**src/sv/kpe_pkg.sv**
```systemverilog
package kpe_pkg;

  localparam int MAX_DIGITS = 64;
  localparam int ADDR_W = (MAX_DIGITS > 1) ? $clog2(MAX_DIGITS) : 1;
  localparam int CNT_W = $clog2(MAX_DIGITS + 1);
  localparam int TICK_W = 20;
  localparam logic [TICK_W-1:0] TICK_MAX = {TICK_W{1'b1}};
  localparam logic [TICK_W-1:0] TIMEOUT_RESET = TICK_W'(60000);

  localparam logic [1:0] REQ_KEY = 2'd0;
  localparam logic [1:0] REQ_TICK = 2'd1;
  localparam logic [1:0] REQ_START = 2'd2;
  localparam logic [1:0] REQ_ABORT = 2'd3;

  localparam logic [15:0] EV_KEY = 16'd1;
  localparam logic [1:0] KEY_PRESS = 2'd1;

  localparam logic [15:0] KEY_ESC = 16'd1;
  localparam logic [15:0] KEY_BKSP = 16'd14;
  localparam logic [15:0] KEY_RETURN = 16'd28;
  localparam logic [15:0] KEY_KP_ENTER = 16'd96;

  localparam logic [1:0] OUT_DIGIT = 2'd0;
  localparam logic [1:0] OUT_EMPTY = 2'd1;
  localparam logic [1:0] OUT_FAIL = 2'd2;

  localparam logic [1:0] FAIL_NONE = 2'd0;
  localparam logic [1:0] FAIL_ESC = 2'd1;
  localparam logic [1:0] FAIL_TOO_LONG = 2'd2;
  localparam logic [1:0] FAIL_TIMEOUT = 2'd3;

  typedef struct packed {
    logic [1:0] req_type;
    logic [15:0] event_type;
    logic [15:0] key_code;
    logic [1:0] key_value;
  } req_t;

  typedef struct packed {
    logic [1:0] outcome;
    logic [3:0] digit;
    logic [1:0] fail_reason;
    logic last;
  } res_t;

  typedef struct packed {
    logic hit;
    logic [3:0] value;
  } key_digit_t;

  typedef struct packed {
    logic wr_en;
    logic [ADDR_W-1:0] wr_addr;
    logic [3:0] wr_data;
    logic drain_start;
    logic [CNT_W-1:0] drain_count;
  } store_cmd_t;

  typedef struct packed {
    logic valid;
    logic [3:0] digit;
    logic last;
  } drain_out_t;

  function automatic key_digit_t key_digit(input logic [15:0] code);
    key_digit_t r;
    r.hit = 1'b1;
    r.value = 4'd0;
    case (code)
      16'd2: r.value = 4'd1;
      16'd3: r.value = 4'd2;
      16'd4: r.value = 4'd3;
      16'd5: r.value = 4'd4;
      16'd6: r.value = 4'd5;
      16'd7: r.value = 4'd6;
      16'd8: r.value = 4'd7;
      16'd9: r.value = 4'd8;
      16'd10: r.value = 4'd9;
      16'd11: r.value = 4'd0;
      16'd71: r.value = 4'd7;
      16'd72: r.value = 4'd8;
      16'd73: r.value = 4'd9;
      16'd75: r.value = 4'd4;
      16'd76: r.value = 4'd5;
      16'd77: r.value = 4'd6;
      16'd79: r.value = 4'd1;
      16'd80: r.value = 4'd2;
      16'd81: r.value = 4'd3;
      16'd82: r.value = 4'd0;
      default: r.hit = 1'b0;
    endcase
    return r;
  endfunction

endpackage

```
**src/sv/kpe_store.sv**
```systemverilog
module kpe_store (
  input  logic                clk,
  input  logic                rst,
  input  kpe_pkg::store_cmd_t cmd,
  output kpe_pkg::drain_out_t drain,
  output logic                drain_busy
);
  import kpe_pkg::*;

  logic [3:0] mem [MAX_DIGITS];
  logic [3:0] rd_data;
  logic active;
  logic pend;
  logic pend_last;
  logic [CNT_W-1:0] rd_idx;
  logic [CNT_W-1:0] rd_count;
  logic rd_last;

  assign rd_last = (rd_idx + CNT_W'(1)) == rd_count;

  always_ff @(posedge clk) begin
    if (cmd.wr_en) begin
      mem[cmd.wr_addr] <= cmd.wr_data;
    end
    rd_data <= mem[rd_idx[ADDR_W-1:0]];
  end

  always_ff @(posedge clk) begin
    if (rst) begin
      active <= 1'b0;
      pend <= 1'b0;
      pend_last <= 1'b0;
      rd_idx <= '0;
      rd_count <= '0;
    end else begin
      pend <= active;
      pend_last <= active && rd_last;
      if (cmd.drain_start) begin
        active <= 1'b1;
        rd_idx <= '0;
        rd_count <= cmd.drain_count;
      end else if (active) begin
        rd_idx <= rd_idx + CNT_W'(1);
        if (rd_last) begin
          active <= 1'b0;
        end
      end
    end
  end

  assign drain.valid = pend;
  assign drain.digit = rd_data;
  assign drain.last = pend_last;
  assign drain_busy = active || pend;

  assert property (@(posedge clk) disable iff (rst) cmd.drain_start |=> active);
  assert property (@(posedge clk) disable iff (rst) active |-> rd_idx < rd_count)
    else $error("drain index ran past the stored count");
  assert property (@(posedge clk) disable iff (rst) pend_last |-> pend)
    else $error("last flag without a pending read");

endmodule

```
**src/sv/keypad_pin_entry.sv**
```systemverilog
// A request is taken when start is high and busy is low. Start, abort, tick and most key
// requests finish in the cycle they are taken; a result they cause is on the result port
// for one cycle right after. Enter with N stored digits keeps busy high while the digits drain
// and puts out one digit per cycle through the drain active flag, the registered memory read
// and the result register, paced by the single read port of the digit memory. The receiver
// cannot stall, and the digit memory needs no clearing pass after reset.
module keypad_pin_entry (
  input  logic                  clk,
  input  logic                  rst,
  input  logic                  start,
  output logic                  busy,
  input  kpe_pkg::req_t         req,
  input  logic                  cfg_valid,
  output logic                  cfg_ready,
  input  logic [19:0]           cfg_data,
  output logic                  result_valid,
  output kpe_pkg::res_t         result
);
  import kpe_pkg::*;

  logic session_active;
  logic session_active_next;
  logic [CNT_W-1:0] digit_count;
  logic [CNT_W-1:0] digit_count_next;
  logic [TICK_W-1:0] elapsed_ticks;
  logic [TICK_W-1:0] elapsed_ticks_next;
  logic [TICK_W-1:0] tick_inc;
  logic [TICK_W-1:0] timeout_ticks;
  logic fire;
  logic res_set;
  res_t res_next;
  key_digit_t kd;
  store_cmd_t cmd;
  drain_out_t drain;
  logic drain_busy;

  assign cfg_ready = 1'b1;
  assign busy = drain_busy;
  assign fire = start && !busy;
  assign kd = key_digit(req.key_code);
  assign tick_inc = (elapsed_ticks < TICK_MAX) ? elapsed_ticks + TICK_W'(1) : elapsed_ticks;

  always_comb begin
    session_active_next = session_active;
    digit_count_next = digit_count;
    elapsed_ticks_next = elapsed_ticks;
    res_set = 1'b0;
    res_next = '{outcome: OUT_FAIL, digit: 4'd0, fail_reason: FAIL_NONE, last: 1'b1};
    cmd = '0;
    cmd.wr_addr = digit_count[ADDR_W-1:0];
    cmd.wr_data = kd.value;
    cmd.drain_count = digit_count;
    if (fire) begin
      if (req.req_type == REQ_START) begin
        session_active_next = 1'b1;
        digit_count_next = '0;
        elapsed_ticks_next = '0;
      end else if (session_active) begin
        case (req.req_type)
          REQ_ABORT: begin
            session_active_next = 1'b0;
            digit_count_next = '0;
            elapsed_ticks_next = '0;
          end
          REQ_TICK: begin
            elapsed_ticks_next = tick_inc;
            if (tick_inc >= timeout_ticks) begin
              res_set = 1'b1;
              res_next.fail_reason = FAIL_TIMEOUT;
              session_active_next = 1'b0;
              digit_count_next = '0;
              elapsed_ticks_next = '0;
            end
          end
          default: begin
            if (req.event_type == EV_KEY && req.key_value == KEY_PRESS) begin
              if (req.key_code == KEY_BKSP) begin
                if (digit_count != '0) begin
                  digit_count_next = digit_count - CNT_W'(1);
                end
              end else if (req.key_code == KEY_RETURN || req.key_code == KEY_KP_ENTER) begin
                if (digit_count == '0) begin
                  res_set = 1'b1;
                  res_next.outcome = OUT_EMPTY;
                end else begin
                  cmd.drain_start = 1'b1;
                end
                session_active_next = 1'b0;
                digit_count_next = '0;
                elapsed_ticks_next = '0;
              end else if (req.key_code == KEY_ESC) begin
                res_set = 1'b1;
                res_next.fail_reason = FAIL_ESC;
                session_active_next = 1'b0;
                digit_count_next = '0;
                elapsed_ticks_next = '0;
              end else if (kd.hit) begin
                if (digit_count >= CNT_W'(MAX_DIGITS)) begin
                  res_set = 1'b1;
                  res_next.fail_reason = FAIL_TOO_LONG;
                  session_active_next = 1'b0;
                  digit_count_next = '0;
                  elapsed_ticks_next = '0;
                end else begin
                  cmd.wr_en = 1'b1;
                  digit_count_next = digit_count + CNT_W'(1);
                end
              end
            end
          end
        endcase
      end
    end
    if (drain.valid) begin
      res_set = 1'b1;
      res_next = '{outcome: OUT_DIGIT, digit: drain.digit, fail_reason: FAIL_NONE,
                   last: drain.last};
    end
  end

  kpe_store u_store (
    .clk        (clk),
    .rst        (rst),
    .cmd        (cmd),
    .drain      (drain),
    .drain_busy (drain_busy)
  );

  always_ff @(posedge clk) begin
    if (rst) begin
      session_active <= 1'b0;
      digit_count <= '0;
      elapsed_ticks <= '0;
      timeout_ticks <= TIMEOUT_RESET;
      result_valid <= 1'b0;
    end else begin
      session_active <= session_active_next;
      digit_count <= digit_count_next;
      elapsed_ticks <= elapsed_ticks_next;
      if (cfg_valid && cfg_ready) begin
        timeout_ticks <= cfg_data;
      end
      result_valid <= res_set;
    end
  end

  always_ff @(posedge clk) begin
    if (res_set) begin
      result <= res_next;
    end
  end

  assert property (@(posedge clk) disable iff (rst) busy |-> !session_active)
    else $error("session open while digits drain");
  assert property (@(posedge clk) disable iff (rst) digit_count <= CNT_W'(MAX_DIGITS))
    else $error("digit count beyond capacity");
  assert property (@(posedge clk) disable iff (rst)
    result_valid && result.outcome != OUT_DIGIT |-> result.last)
    else $error("single result without last mark");
  assert property (@(posedge clk) disable iff (rst)
    result_valid |-> (result.outcome == OUT_FAIL) == (result.fail_reason != FAIL_NONE))
    else $error("fail reason does not match outcome");
  assert property (@(posedge clk) disable iff (rst) $fell(busy) |-> result_valid && result.last)
    else $error("drain ended without a final digit");

endmodule
```
**config.mk**
```make
export PLATFORM = sky130hd
export DESIGN_NAME = keypad_pin_entry
export DESIGN_NICKNAME = d
export VERILOG_FILES = /design/src/sv/kpe_pkg.sv /design/src/sv/kpe_store.sv /design/src/sv/keypad_pin_entry.sv
export SDC_FILE = /design/constraint.sdc
export NUM_CORES = 1
export LEC_CHECK = 0
export BUFFER_PORTS_ARGS = -buffer_cell sky130_fd_sc_hd__buf_2
export CAP_MARGIN = 25
export CORE_MARGIN = 5
export CORE_UTILIZATION = 66
export DETAILED_ROUTE_END_ITERATION = 12
export PLACE_DENSITY = 0.89
export SETUP_SLACK_MARGIN = 0.02
export SYNTH_ARGS = -nofsm -noshare
export SYNTH_HDL_FRONTEND = slang
export SYNTH_SLANG_ARGS = --single-unit
```
**constraint.sdc**
```tcl
create_clock -name clk -period 8.7 [get_ports clk]
set_clock_uncertainty 0.1 [all_clocks]
set_input_delay 1.305 -clock clk [delete_from_list [all_inputs] [get_ports clk]]
set_output_delay 1.305 -clock clk [all_outputs]
set_load 0.03 [all_outputs]
```
-- Word level (Yosys, flattened, before mapping)
Memory sizes are Yosys's and may differ from the RTL's. A register that Yosys moved wholly into a read port is not among the register bits.
Cells that the tools add are included.
- add/sub/neg operators: 4
- bitwise logic cells: 4
- mux-type cells: 85
- reductions and logical operators: 29
- $lt $le $gt $ge: 3
- equal/unequal tests: 33
- operators with widths (cell ; number):
    $mux W20 ; 10
    $eq A16 B7 Y1 const B ; 11
    $eq A16 B4 Y1 const B ; 5
    $mux W7 ; 10
    $eq A16 B3 Y1 const B ; 4
    $mux W1 ; 44
    $pmux W20 S2 ; 1
    $pmux W4 S9 ; 1
    $eq A16 B1 Y1 const B ; 2
    $eq A16 B2 Y1 const B ; 2
    $mux W2 ; 15
    $reduce_or A2 Y1 ; 11
    $add A20 B1 Y20 const B ; 1
    $ge A20 B20 Y1 ; 1
    $lt A20 B20 Y1 const B ; 1
    $reduce_or A20 Y1 ; 1
    $eq A16 B5 Y1 const B ; 1
    $add A7 B1 Y7 const B ; 2
    $pmux W7 S2 ; 1
    $reduce_bool A7 Y1 ; 2
    $reduce_and A6 Y1 ; 2
    $reduce_bool A6 Y1 ; 2
    $reduce_or A9 Y1 ; 1
    $eq A7 B7 Y1 ; 1
    17 further kinds ; 26
- memories: 1
- register bits: 75
- memory bits (writable): 256
- memories (memory ; words ; width ; rd ports ; clocked after Yosys merged registers in ; wr ports ; line ; RTL):
    u_store.mem ; 64 ; 4 ; 1 ; 1 ; 1 ; kpe_store.sv:10 ; logic [3:0] mem [MAX_DIGITS];

-- Logic depth before layout (Yosys ltp)
Gate-level depths: netlist (run 1).
- depth after elaboration: 14
- gate-level depth with buffers: 16
- depth with buffers taken out: 15

-- By module
Synthesis (run 1) repeated with hierarchy kept, for this count alone.
- cells, all modules: 1195
- area, all modules: 15691.3 um2
- by module, submodules not included (module ; seq. area each (um2) ; cells each ; area each (um2) ; times used):
    kpe_store ; 8107.8 ; 669 ; 11365.9 ; 1
    keypad_pin_entry ; 1251.2 ; 526 ; 4325.4 ; 1

-- Worst setup path before layout (run 1)
No wires, ideal clock.
- path kind: input-to-reg
- start: in req[6] in the netlist's numbering
- end: mem u_store.mem[0][3], data pin
- setup slack: 3388 ps
- library setup time: 681 ps
- cell stages on the path: 4
- required time: 7919 ps
- arrival time: 4530 ps
- buffers on the path: 1
- path through: clkbuf_2 > nor3_1 > nand3_1 > nor3_1
- RTL lines (element ; line ; RTL):
    start: declaration ; keypad_pin_entry.sv:12 ; input kpe_pkg::req_t req,
    end: declaration ; kpe_store.sv:10 ;

-- Final worst setup path (run 1)
- start: reg elapsed_ticks[0]
- end: reg digit_count[6]
- longest elaborated chain between the ends: 5
- RTL lines (element ; line ; RTL):
    start: declaration ; keypad_pin_entry.sv:25 ; logic [TICK_W-1:0] elapsed_ticks;
    start signal: assignment ; keypad_pin_entry.sv:139 ; elapsed_ticks <= elapsed_ticks_next;
    $add A20 B1 Y20 / $lt A20 B20 Y1 (equally long branches) ; keypad_pin_entry.sv:41 ; assign tick_inc = (elapsed_ticks < TICK_MAX) ? elapsed_ticks + TICK_W'(1) : elapsed_ticks;
    $mux W20 * ; keypad_pin_entry.sv:41 ;
    $ge A20 B20 Y1 * ; keypad_pin_entry.sv:67 ; if (tick_inc >= timeout_ticks) begin
    $ne A3 B3 Y1 (no line) * ; n/a ;
    $reduce_and A6 Y1 (no line) * ; n/a ;
    end signal: assignment ; keypad_pin_entry.sv:138 ; digit_count <= digit_count_next;
    end: declaration ; keypad_pin_entry.sv:23 ; logic [CNT_W-1:0] digit_count;
Every way passes the cells marked *; elsewhere a longest branch is shown, timed or not.
A chain may end at the register's enable or synchronous reset.

==> metrics.md, run 1 <==
| Metric | Value |
|---|---|
| Remaining global-route overflow | `0` |
| Critical path fanouts, max | `27` |
| Cell count after synthesis | `1099` |
| GPL Wtd Cong | `around 0.93` |
| Clock buffer depth | `3` |
| Post-synth EDFFs | `265` |
| Number of global-route vias before repair | `between 9000 and 10000` |
| Clk root buf | `clkbuf_16` |
| Post-synthesis sequential area ratio | `61.4%` |
| Register-to-register setup slack | `around 3700 ps` |
| Starting density of the core | `67.1%` |
| PostCTS Resize Cnt | `0` |
| Clk_lat worst skew | `540 ps` |
| CP Capture Type | `flop` |
| GRT Overall Usage | `around 29%` |
| Final period util | `57.2%` |
| Row cnt | `55` |
| Worst slew pin tran | `999 ps` |
| Storage cell area | `9360 um^2` |
| Final setup TNS | `0 ps` |
| Initial antenna violation count | `0` |
| Die width | `162 um` |
| Status | `finished clean` |
| Leak | `5.06 nW` |
| DR pass1 iterations | `6` |
| Setup bufs post-CTS | `0` |
| Height of the chip | `162 um` |
| Minimum clock period | `4970 ps` |
| FILL cells | `1349` |
| First-pass GRT wire length | `57.6 mm` |
| Endpoints failing hold | `0` |
| TritonCTS clock tree | `yes` |
| Fmax | `201 MHz` |
| Ys Warns | `0` |
| Multi-input gate area | `5500 um^2` |
| Worst path required time | `9050 ps` |
| Asr flop ratio synth | `0%` |
| Nets | `1233` |
| Slew Viols, Final | `0` |
| FF+latch count, synth | `335` |
| DRT antenna net count | `0` |
| Library cells used by synthesis | `74` |
| Max Cap Viol | `0` |
| Worst Setup Slack, final | `approximately 3700 ps` |
| DP Worst Slack | `~3800 ps` |
| Via-per-instance ratio | `6.81` |
| Synthesized cell area | `15200 um^2` |
| Slew margin rel. | `33.4%` |
| H-tree lvl count | `2` |
| HPWL Detailed | `21.7 mm` |
| RSZ-0062 raised after global routing | `no` |
| CTS Hold Buffers Added | `0` |
| Commonest cells after routing, fill and taps aside | `265 x edfxtp_1, 122 x nor2_1, 84 x mux4_2` |
| Full die area | `26200 um^2` |
| Peak VDD IR | `0.255 mV` |
| Ports | `72` |
| Arr. time, crit path | `5320 ps` |
| Syn Nets | `1184` |
| Drt wl/cell | `25.7 um` |
| DRT Wirelength | `about 37 mm` |
| HP Class | `reg2reg` |
| Diode count | `0` |
| Clock-pin slew on the worst setup and hold paths | `60 ps` |
| Post-Syn Area per Cell | `13.9 um^2` |
| Via count | `9909` |
| Most common cell after layout, fill and taps aside | `edfxtp_1` |
| Power per cell area | `190 nW/um^2` |
| Share of cells above drive strength 1 | `19.5%` |
| Area of the core | `~23000 um^2` |
| Layout area overhead | `10.5%` |
| Drt drc | `0` |
| DR iter-0 viols | `1373` |
| Largest net degree at the start of global routing | `a little under 70` |
| Setup CP Type | `reg2reg` |
| Port buffer count | `70` |
| Total CTS buffers | `34` |
| Startpoint class of the critical path | `flop` |
| Clk sinks | `335` |
| Final setup fails | `0` |
| Most common flop cell mapped by yosys | `edfxtp_1` |
[sequential cells by signal (all words and copies together), names as in the netlist, 4 cells and up]
name,cells
digit_count,7
elapsed_ticks,20
result,9
timeout_ticks,20
u_store.mem,256
u_store.rd_count,7
u_store.rd_data,4
u_store.rd_idx,7
[Yosys cell counts (all sizes together), types with 3 or more instances]
master   instances  share of area (%)
edfxtp         265                 52
nor2           124                3.1
mux4            84                 12
nand2           71                1.7
dfxtp           70                9.2
nand3           46                1.5
a21oi           41                1.3
clkbuf          40               0.99
inv             31               0.76
buf             26               0.85
ha              25                2.1
mux2i           20                1.3
xnor2           20                1.2
o211ai          16               0.79
o21ai           16               0.53
nor3            15               0.53
nand4           14               0.58
and2            13               0.53
xor2            12               0.69
nand2b          11               0.45
nor4            10               0.41
nor2b            9               0.37
a31oi            8               0.33
and3             8               0.33
nand3b           8               0.39
or3              6               0.25
or4              6               0.30
a211oi           5               0.33
nor3b            5               0.25
or2              5               0.21
a2111oi          4               0.27
a311oi           4               0.27
o31ai            4               0.20
mux2             3               0.22
nand4b           3               0.17
nor4b            3               0.17
o21a             3               0.15
o22ai            3               0.12
o31a             3               0.17
o32ai            3               0.17
[critical path, cell delays in order, from the launching register on]
cell,delay (ps)
dfxtp_1,400
ha_1,210
nand2_1,110
or4_1,540
o21ai_1,440
nor4_1,160
and2_1,220
xor2_1,140
ha_1,310
a21oi_1,120
o21ai_0,90
a21oi_1,280
and4b_1,910
nor2_1,280
o21ai_0,320
mux2i_1,250
[final cells by class]
| class | count | share of cell area (%) |
|---|---|---|
| repair buffers | 79 | 2.62 |
| inverters | 31 | 0.692 |
| clock inverters | 11 | 0.617 |
| flip-flops and latches | 335 | 55.7 |
| well taps | 285 | 2.12 |
| multi-input cells | 667 | 32.7 |
| clock buffers | 47 | 5.64 |
[worst paths after layout]
kind	start	endpoint	depth (start not counted)
worst max-delay path	elapsed_ticks[0]	digit_count[6]	15
worst min-delay path	elapsed_ticks[10]	elapsed_ticks[10]	2
worst max register to register	elapsed_ticks[0]	digit_count[6]	15
worst min register to register	elapsed_ticks[10]	elapsed_ticks[10]	2
[metrics by stage]
stage                     instance area [um^2]  cells  hold slack [ps]  power, W  util, %
after floorplan                          15200   1099              343   0.00180        -
after global placement                   15700   1395              351   0.00182     69.3
after detailed placement                 15700   1396              361   0.00182     69.3
after CTS                                16800   1454              379   0.00320     74.0
after global routing                     16800   1455              393   0.00329     74.1
final                                    16800   1455              378   0.00319     74.1
[layer usage]
metal	global-route usage [%]	up-vias	routed length [um]
met5	0	-	0
met4	15.0	0	2120
met3	4.39	132	3250
met2	48.8	600	18800
met1	36.8	4865	13200
li1	-	4312	-
[cells by family after synthesis]
logic type	share of synthesized area, %
adder cells (fa/ha/maj)	2.05
multiplexers	14.0
XOR/XNOR	2.00
buffers and inverters	2.61
AO/OA/AOI/OAI	6.04
other	0.0246
AND/OR/NAND/NOR	11.9
flip-flops	61.4
[where the power goes]
part           switching [W]  internal [W]  leakage (nW)
combinational      0.0000465     0.0000287          1.94
clock               0.000609      0.000798         0.512
sequential        0.00000271       0.00171          2.61
total               0.000658       0.00254          5.06
No activity file was read; power rests on OpenSTA's default activity.
==> run 2, diff against run 1 <==
--- a/config.mk
+++ b/config.mk
@@ -8,9 +8,9 @@
 export BUFFER_PORTS_ARGS = -buffer_cell sky130_fd_sc_hd__buf_2
 export CAP_MARGIN = 25
 export CORE_MARGIN = 5
-export CORE_UTILIZATION = 66
+export CORE_UTILIZATION = 62
 export DETAILED_ROUTE_END_ITERATION = 12
-export PLACE_DENSITY = 0.89
+export PLACE_DENSITY = 0.84
 export SETUP_SLACK_MARGIN = 0.02
 export SYNTH_ARGS = -nofsm -noshare
 export SYNTH_HDL_FRONTEND = slang
==> constraint.sdc (replaced) <==
create_clock -name clk -period 5.2 [get_ports clk]
set_clock_uncertainty 0.1 [all_clocks]
set_input_delay 0.78 -clock clk [delete_from_list [all_inputs] [get_ports clk]]
set_output_delay 0.78 -clock clk [all_outputs]
set_load 0.03 [all_outputs]
==> run 2 against run 1 <==
  * Final cell count is 3.4% higher
  * Design area increased by 1.1%
  * Hold slack got worse by 14 ps
  * First-iteration DRC count down 6.8%
  * Core utilization shrank 3.9 points
  * Combinational power is 68% higher
  * Critical path depth unchanged
  * Global-route usage down 4.2 points
==> metrics.md, run 2 (synthesis results as in run 1) <==
| Metric | Value |
|---|---|
| Status | `finished clean` |
| Arr. time, crit path | `4800 ps` |
| R2R cell count | `15` |
| Drt wl/cell | `22.9 um` |
| RSZ-0062 raised after global routing | `no` |
| Height of the chip | `167 um` |
| Remaining global-route overflow | `0` |
| Util after Layout | `70.2%` |
| First-pass GRT wire length | `54.2 mm` |
| Startpoint class of the critical path | `flop` |
| Setup bufs post-CTS | `0` |
| Nets | `1241` |
| DR iter-0 viols | `1279` |
| Clock buffer depth | `3` |
| Endpoints failing hold | `0` |
| DRT Wirelength | `34.5 mm` |
| FILL cells | `~1500` |
| GRT Overall Usage | `24.8%` |
| DR pass1 iterations | `6` |
| Largest net degree at the start of global routing | `between 60 and 70` |
| Setup CP Type | `reg2reg` |
| GPL Wtd Cong | `0.883` |
| Most common cell after layout, fill and taps aside | `edfxtp_1` |
| Final setup fails | `0` |
| Fmax | `223 MHz` |
| Switch share | `between 20% and 30%` |
| Clk pwr share | `45.2%` |
| Share of cells above drive strength 1 | `about a fifth` |
| Max Cap Viol | `0` |
| Worst path required time | `~5500 ps` |
| CP Capture Type | `flop` |
| Worst slew pin tran | `908 ps` |
| Via count | `~9800` |
| Register-to-register setup slack | `720 ps` |
| Minimum clock period | `4480 ps` |
| Power per cell area | `321 nW/um^2` |
| Combinational fraction of design power | `approximately 2.3%` |
| Placed Area | `~16000 um^2` |
| Hold_sp | `u_store.rd_count[1]` |
| WHS Endpoint | `u_store.rd_count[1]` |
| Top reg by flops | `u_store.mem` |
| Clock-pin slew on the worst setup and hold paths | `70 ps` |
| Peak VDD IR | `between 0.4 and 0.5 mV` |
| Hold slack | `364 ps` |
| Cells after DPL | `1441` |
| TritonCTS clock tree | `yes` |
| Clk_lat worst skew | `530 ps` |
| Int Pwr | `between 0.004 and 0.005 W` |
| Diode count | `0` |
| Slew Viols, Final | `0` |
| Full die area | `27800 um^2` |
| HP Class | `reg2reg` |
| Die width | `167 um` |
| Final setup TNS | `0 ps` |
| Crit Reg-Reg Startpoint | `elapsed_ticks[0]` |
| Commonest cells after routing, fill and taps aside | `265 x edfxtp_1, 122 x nor2_1, 84 x mux4_2` |
| Area of the core | `approximately 24000 um^2` |
| Row cnt | `57` |
| Post-Layout Inst Area | `17000 um^2` |
| Port buffer count | `70` |
| Leak | `5.11 nW` |
| Net Switching | `0.00111 W` |
| PostCTS Resize Cnt | `0` |
| Ports | `72` |
| Initial antenna violation count | `0` |
| HPWL Detailed | `22.0 mm` |
| Clk root buf | `clkbuf_16` |
| Total CTS buffers | `34` |
| Regs by FF count | `u_store.mem (256), elapsed_ticks (20), timeout_ticks (20)` |
| DRT antenna net count | `0` |
| Critical path fanouts, max | `10` |
| Number of global-route vias before repair | `9498` |
| Via-per-instance ratio | `6.49` |
| Clk sinks | `335` |
| Layout Cells excl Fill | `1505` |
| Starting density of the core | `between 60% and 70%` |
| H-tree lvl count | `2` |
| Flop pwr share | `between 50% and 60%` |
| CTS Hold Buffers Added | `0` |
| Max reg flops | `256` |
| Hold Path Stages | `2` |
| Final period util | `a little under nine tenths` |
| Drt drc | `0` |
| FF-to-FF End | `digit_count[6]` |
| Layout area overhead | `11.7%` |
| Slew margin rel. | `around 39%` |
[run 2: power by group through the flow]
stage          sequential (W)  combinational [W]  clock [W]
2_1_floorplan         0.00292          0.0000858          0
3_3_place_gp          0.00292           0.000120          0
6_report              0.00286           0.000126    0.00246
4_1_cts               0.00286           0.000125    0.00248
5_1_grt               0.00286           0.000142    0.00262
3_5_place_dp          0.00292           0.000125          0
[run 2: worst max-delay path, stage by stage, from the launching register on]
cell	delay (ps)
dfxtp_1	400
ha_1	210
nand2_1	110
or4_1	530
o21ai_1	390
nor4_1	150
and2_1	220
xor2_1	150
ha_1	320
nand4_1	130
a2111oi_0	320
a31oi_1	130
and4b_1	370
nor2_1	300
o21ai_0	300
mux2i_1	280
[run 2: how the worst max path moves through the flow]
stage	cells after the start	end	startpoint	slack (ps)
global placement	14	result[3]	elapsed_ticks[0]	930
finish	15	digit_count[6]	elapsed_ticks[0]	720
floorplan	4	u_store.mem[0][3]	req[6]	410
global route	15	digit_count[6]	elapsed_ticks[0]	290
detailed placement	15	digit_count[6]	elapsed_ticks[0]	810
CTS	15	digit_count[6]	elapsed_ticks[0]	800
[run 2: layout make-up]
type	count	area [um^2]	area share [%]
clock buffer	43	895	5.26
clock inverter	18	219	1.29
inverter	31	116	0.684
multi-input combinational	667	5500	32.3
sequential	335	9360	55.0
tap	324	405	2.38
timing repair buffer	87	520	3.06
[run 2: through the flow]
stage	total power, W	setup WS, ps
final	0.00545	721
after floorplan	0.00301	413
after global placement	0.00304	931
after CTS	0.00547	802
after global routing	0.00563	289
after detailed placement	0.00305	814
[run 2: per-layer routing]
layer	track usage, %	vias up	wire (um)
li1	-	4337	-
met1	34.5	4795	13100
met2	41.0	552	17200
met3	4.50	77	3230
met4	6.65	0	893
met5	0	-	0
